**src/rtl/vmft_pkg.sv**
```systemverilog
// Shared types and constants for the VLAN MAC forwarding table.
// Used by the controller, the datapath and the top level; no dependencies.
`default_nettype none

package vmft_pkg;

   localparam int TABLE_ENTRIES = 64;
   localparam int PORT_SLOTS    = 16;

   localparam int IDX_W  = $clog2(TABLE_ENTRIES);
   localparam int SLOT_W = (PORT_SLOTS > 1) ? $clog2(PORT_SLOTS) : 1;
   localparam int USED_W = $clog2(PORT_SLOTS + 1);

   localparam logic       MODE_ADD   = 1'b0;
   localparam logic       MODE_QUERY = 1'b1;

   localparam logic [1:0] STATUS_OK   = 2'd0;
   localparam logic [1:0] STATUS_MISS = 2'd1;
   localparam logic [1:0] STATUS_FULL = 2'd2;
   localparam logic [1:0] STATUS_BAD  = 2'd3;

   typedef struct packed {
      logic        mode;
      logic [11:0] vlan_id;
      logic [47:0] dest_mac;
      logic [15:0] port_id;
   } req_type;

   typedef struct packed {
      logic [1:0]  status;
      logic [15:0] found_port;
   } rsp_type;

   typedef struct packed {
      logic [11:0]       vlan;
      logic [47:0]       mac;
      logic [SLOT_W-1:0] slot;
   } entry_type;

   typedef struct packed {
      logic load;
      logic slot_lookup;
      logic scan_rd;
      logic commit;
   } cmd_type;

   typedef struct packed {
      logic scan_last;
      logic out_busy;
   } sts_type;

endpackage

`default_nettype wire

```
**src/rtl/vmft_ctrl.sv**
```systemverilog
// Sequencing state machine for the forwarding table.
// Depends on vmft_pkg; drives the datapath through command and status structs.
`default_nettype none

module vmft_ctrl (
   input  wire logic              clock,
   input  wire logic              reset,
   input  wire logic              req_valid,
   output logic                   req_ready,
   input  wire vmft_pkg::sts_type sts,
   output vmft_pkg::cmd_type      cmd
);
   import vmft_pkg::*;

   typedef enum logic [4:0] {
      S_IDLE   = 5'b00001,
      S_SLOT   = 5'b00010,
      S_SCAN   = 5'b00100,
      S_DRAIN  = 5'b01000,
      S_COMMIT = 5'b10000
   } state_type;

   state_type state_ff, state_in;

   always_comb begin
      state_in = state_ff;
      case (state_ff)
         S_IDLE: begin
            if (req_valid) begin
               state_in = S_SLOT;
            end
         end
         S_SLOT:  state_in = S_SCAN;
         S_SCAN: begin
            if (sts.scan_last) begin
               state_in = S_DRAIN;
            end
         end
         S_DRAIN: state_in = S_COMMIT;
         S_COMMIT: begin
            if (!sts.out_busy) begin
               state_in = S_IDLE;
            end
         end
         default: state_in = S_IDLE;
      endcase
   end

   always_ff @(posedge clock) begin
      if (reset) begin
         state_ff <= S_IDLE;
      end else begin
         state_ff <= state_in;
      end
   end

   assign req_ready       = (state_ff == S_IDLE);
   assign cmd.load        = (state_ff == S_IDLE) && req_valid;
   assign cmd.slot_lookup = (state_ff == S_SLOT);
   assign cmd.scan_rd     = (state_ff == S_SCAN);
   assign cmd.commit      = (state_ff == S_COMMIT) && !sts.out_busy;

endmodule

`default_nettype wire

```
**config.mk**
```make
export PLATFORM = sky130hd
export DESIGN_NAME = vmft_ctrl
export DESIGN_NICKNAME = d
export VERILOG_FILES = /design/src/rtl/vmft_pkg.sv /design/src/rtl/vmft_ctrl.sv
export SDC_FILE = /design/constraint.sdc
export NUM_CORES = 1
export LEC_CHECK = 0
export BUFFER_PORTS_ARGS = -buffer_cell sky130_fd_sc_hd__buf_4
export CAP_MARGIN = 20
export CORE_AREA = 2 2 39 41
export DETAILED_ROUTE_END_ITERATION = 12
export DIE_AREA = 0 0 41 43
export GPL_TIMING_DRIVEN = 0
export PLACE_DENSITY = 0.49
export SLEW_MARGIN = 20
export SYNTH_ARGS = -nofsm -noshare
export SYNTH_HDL_FRONTEND = slang
export SYNTH_SLANG_ARGS = --single-unit
```
**constraint.sdc**
```tcl
create_clock -name clock -period 1.6 [get_ports clock]
set_input_delay 0.24 -clock clock [delete_from_list [all_inputs] [get_ports clock]]
set_output_delay 0.24 -clock clock [all_outputs]
set_load 0.005 [all_outputs]
```
==> run_results.csv <==
group,metric,value,unit
grt,met2_usage,0.1063,
detailed_routing,drtIter0Drc,8,
grt,antenna_violations_before_repair,0,
layout,layoutNonFillerInstCount,61,
grt,use_met3,0.04712,
grt,grt-busiest-layer,"met1",
setup_path,worst-endpoint-arrival,1.41,ns
placed_design,dp.cells,56,
placed_design,place_hpwl,475.2,um
layout,reg.largest.list,"state_ff: 5 flops",
synthesis,synth-edff-count,0,
layout,max_reg_flops,5,
layout,nNetsFinal,51,
outcome,run_status,"complete, but fails checks",
layout,fillerInstances,159,
placed_design,dpl-instance-area,386.6,um2
sta,rsz0062_at_grt,"yes",
layout,top_register,"state_ff",
synthesis,yosysSeqAreaShare,0.3347,
sta,layout_worst_path_cycle_share,1.032,
power_and_ir_drop,power.leakage,0.1850,nW
clocking,numClockSinks,5,
clocking,clock-root-buffer,"clkbuf_4",
clocking,buffer_depth_of_the_longest_clock_path,2,
flow_run,max_cap_violations,0,
sta,setup_viol_count_final,3,
grt,grt_first_pass_wirelength,1055,um
grt,number_of_global_route_vias_before_repair,248,
grt,grt.met1_usage,0.1323,
sta,fin_setup_tns,-0.08373,ns
setup_path,r2r_setup_slack,0.19,ns
clocking,clock_network_latency_to_the_later_pin_of_the_worst_skew_pair,0.24,ns
synthesis,post_synth_inst_count,31,
sta,timing.clock.skew,0.002847,ns
setup_path,cp_data_required_time,1.36,ns
sta,final_hold_viol_count,0,
sta,post-route-min-period,1.651,ns
setup_path,crit_path_end_kind,"primary output",
sta,layout_setup_ws,-0.05149,ns
floorplan,floorplan.rows,14,
floorplan,floorplan.initialDensity,0.2161,
sta,fin_hold_ws,0.1912,ns
floorplan,die_boundary_height,43,um
placed_design,gp_congestion,0.6774,
setup_path,worst-path-max-fanout,9,
power_and_ir_drop,power,0.3678,mW
synthesis,synth_warnings,0,
sta,timing.max_slew.rel_slack,0.8044,
clocking,clk_pin_slew_worst_paths,0.04,ns
synthesis,ffs_latches_synth,5,
setup_path,start_kind,"flop",
synthesis,async_reset_ff_frac,0,
floorplan,die_w,41,um
sta,final-max-slew-violation-count,0,
layout,layout-area-overhead-vs-synth,45.61,%
placed_design,place.port_buffers,9,
floorplan,core-area,1384,um2
outcome,violations,"negative setup slack",
detailed_routing,postRouteAntennaNets,0,
detailed_routing,detail_route.first_pass.iterations,4,
clocking,htree_num_levels,1,
layout,layout.cells.most_common_list,"9 x buf_4, 3 x clkbuf_4, 3 x dfxtp_1",
synthesis,post_synth_instance_area,299.0,um2
setup_path,crit_type,"reg -> out",
grt,groute.usage.overall,0.09347,
clocking,cts_tree,"built",
detailed_routing,route.detailed.drc,0,
detailed_routing,drt_wl_total,642,um
sta,fmaxAchievable,605.5,MHz
synthesis,avgSynthCellArea,9.646,um2
detailed_routing,number_of_vias_in_the_routed_layout,276,
floorplan,top_level_i_o_count,10,
synthesis,yosysUniqueCellTypes,23,
layout,layout_commonest_cell,"buf_4",
clocking,numCtsBuffers,3,
detailed_routing,wire_per_inst,10.52,um
layout,post_route_cells_drive_above_1_share,0.4889,
power_and_ir_drop,worst_ir_drop_vdd,0.3320,mV
detailed_routing,routed_via_density,4.525,
layout,final_area,435.4,um2
floorplan,die_area,1763,um2
synthesis,synth_top_flop_cell,"dfxtp_1",
placed_design,dpl_worst_slack,0.1598,ns
layout,final_core_utilization,0.3146,
layout,n_antenna_cell,0,
grt,final_global_route_overflow_total,0,
synthesis,syn_nets,36,
grt,grt_start_max_net_pins,11,
sta,worstMarginPinSlew,0.2893,ns
power_and_ir_drop,power_per_cell_area,844.8,nW/um2
hold_path,worst_hold_path_type,"in -> reg",
## critical path, cell delays in order (launching register included)
cell,delay [ns]
dfxtp_4,0.36
or2_4,0.25
nor4b_4,0.27
and2_4,0.20
buf_6,0.09
## timing repair
item,4_1_cts,5_1_grt
buffers inserted,0,1
setup endpoints to repair,4,5
resized for setup,3,2
pin swaps,0,0
hold buffers,0,0
## final cells by class
cell class                 count  area [um2]  area share
clock buffer                   4       26.28     0.06034
timing repair buffer          10       78.83      0.1810
buffer                         1       5.005     0.01149
multi-input combinational     23       192.7      0.4425
sequential                     5       105.1      0.2414
tap                           16       20.02     0.04598
inverter                       2       7.507     0.01724
## synth_stat cells (2+ instances only)
| master | instances | area, um2 |
|---|---|---|
| nor4b_1 | 2 | 17.52 |
| a21oi_1 | 2 | 10.01 |
| inv_1 | 2 | 7.510 |
| dfxtp_1 | 5 | 100.1 |
| nor4_1 | 2 | 12.51 |
## power breakdown
part	leakage (nW)	internal [mW]	switching, mW	total, mW
logic	0.128	0.0518	0.0305	0.0823
clock network	0.0150	0.0942	0.0505	0.145
registers	0.0419	0.131	0.00953	0.141
total	0.185	0.277	0.0905	0.368
## routing by layer
layer / share of wire / vias to the layer above
met5: 0 / -
li1: - / 144
met3: 0.067 / 0
met2: 0.43 / 8
met4: 0 / 0
met1: 0.50 / 124
## path summary, 6_finish.rpt
kind | from | to | cells past startpoint
worst max-delay path | state_ff[1]$_SDFFE_PP0P_ | cmd[3] | 4
worst min-delay path | reset | state_ff[2]$_SDFFE_PP0P_ | 2
worst max register to register | state_ff[1]$_SDFFE_PP0P_ | state_ff[3]$_SDFFE_PP0P_ | 5
worst min register to register | state_ff[0]$_SDFFE_PP1P_ | state_ff[4]$_SDFFE_PP0P_ | 1
## cells by family (layout without fill, tap and decap cells)
| logic type | Yosys count | after routing | share of synthesized area |
|---|---|---|---|
| DFF | 5 | 5 | 0.3347 |
| and+or+nand+nor | 16 | 16 | 0.4561 |
| muxes | 2 | 2 | 0.07113 |
| AOI/OAI and AO/OA | 5 | 5 | 0.09621 |
| buffers and inverters | 3 | 17 | 0.04183 |
Power figures use the tool's default switching activity.
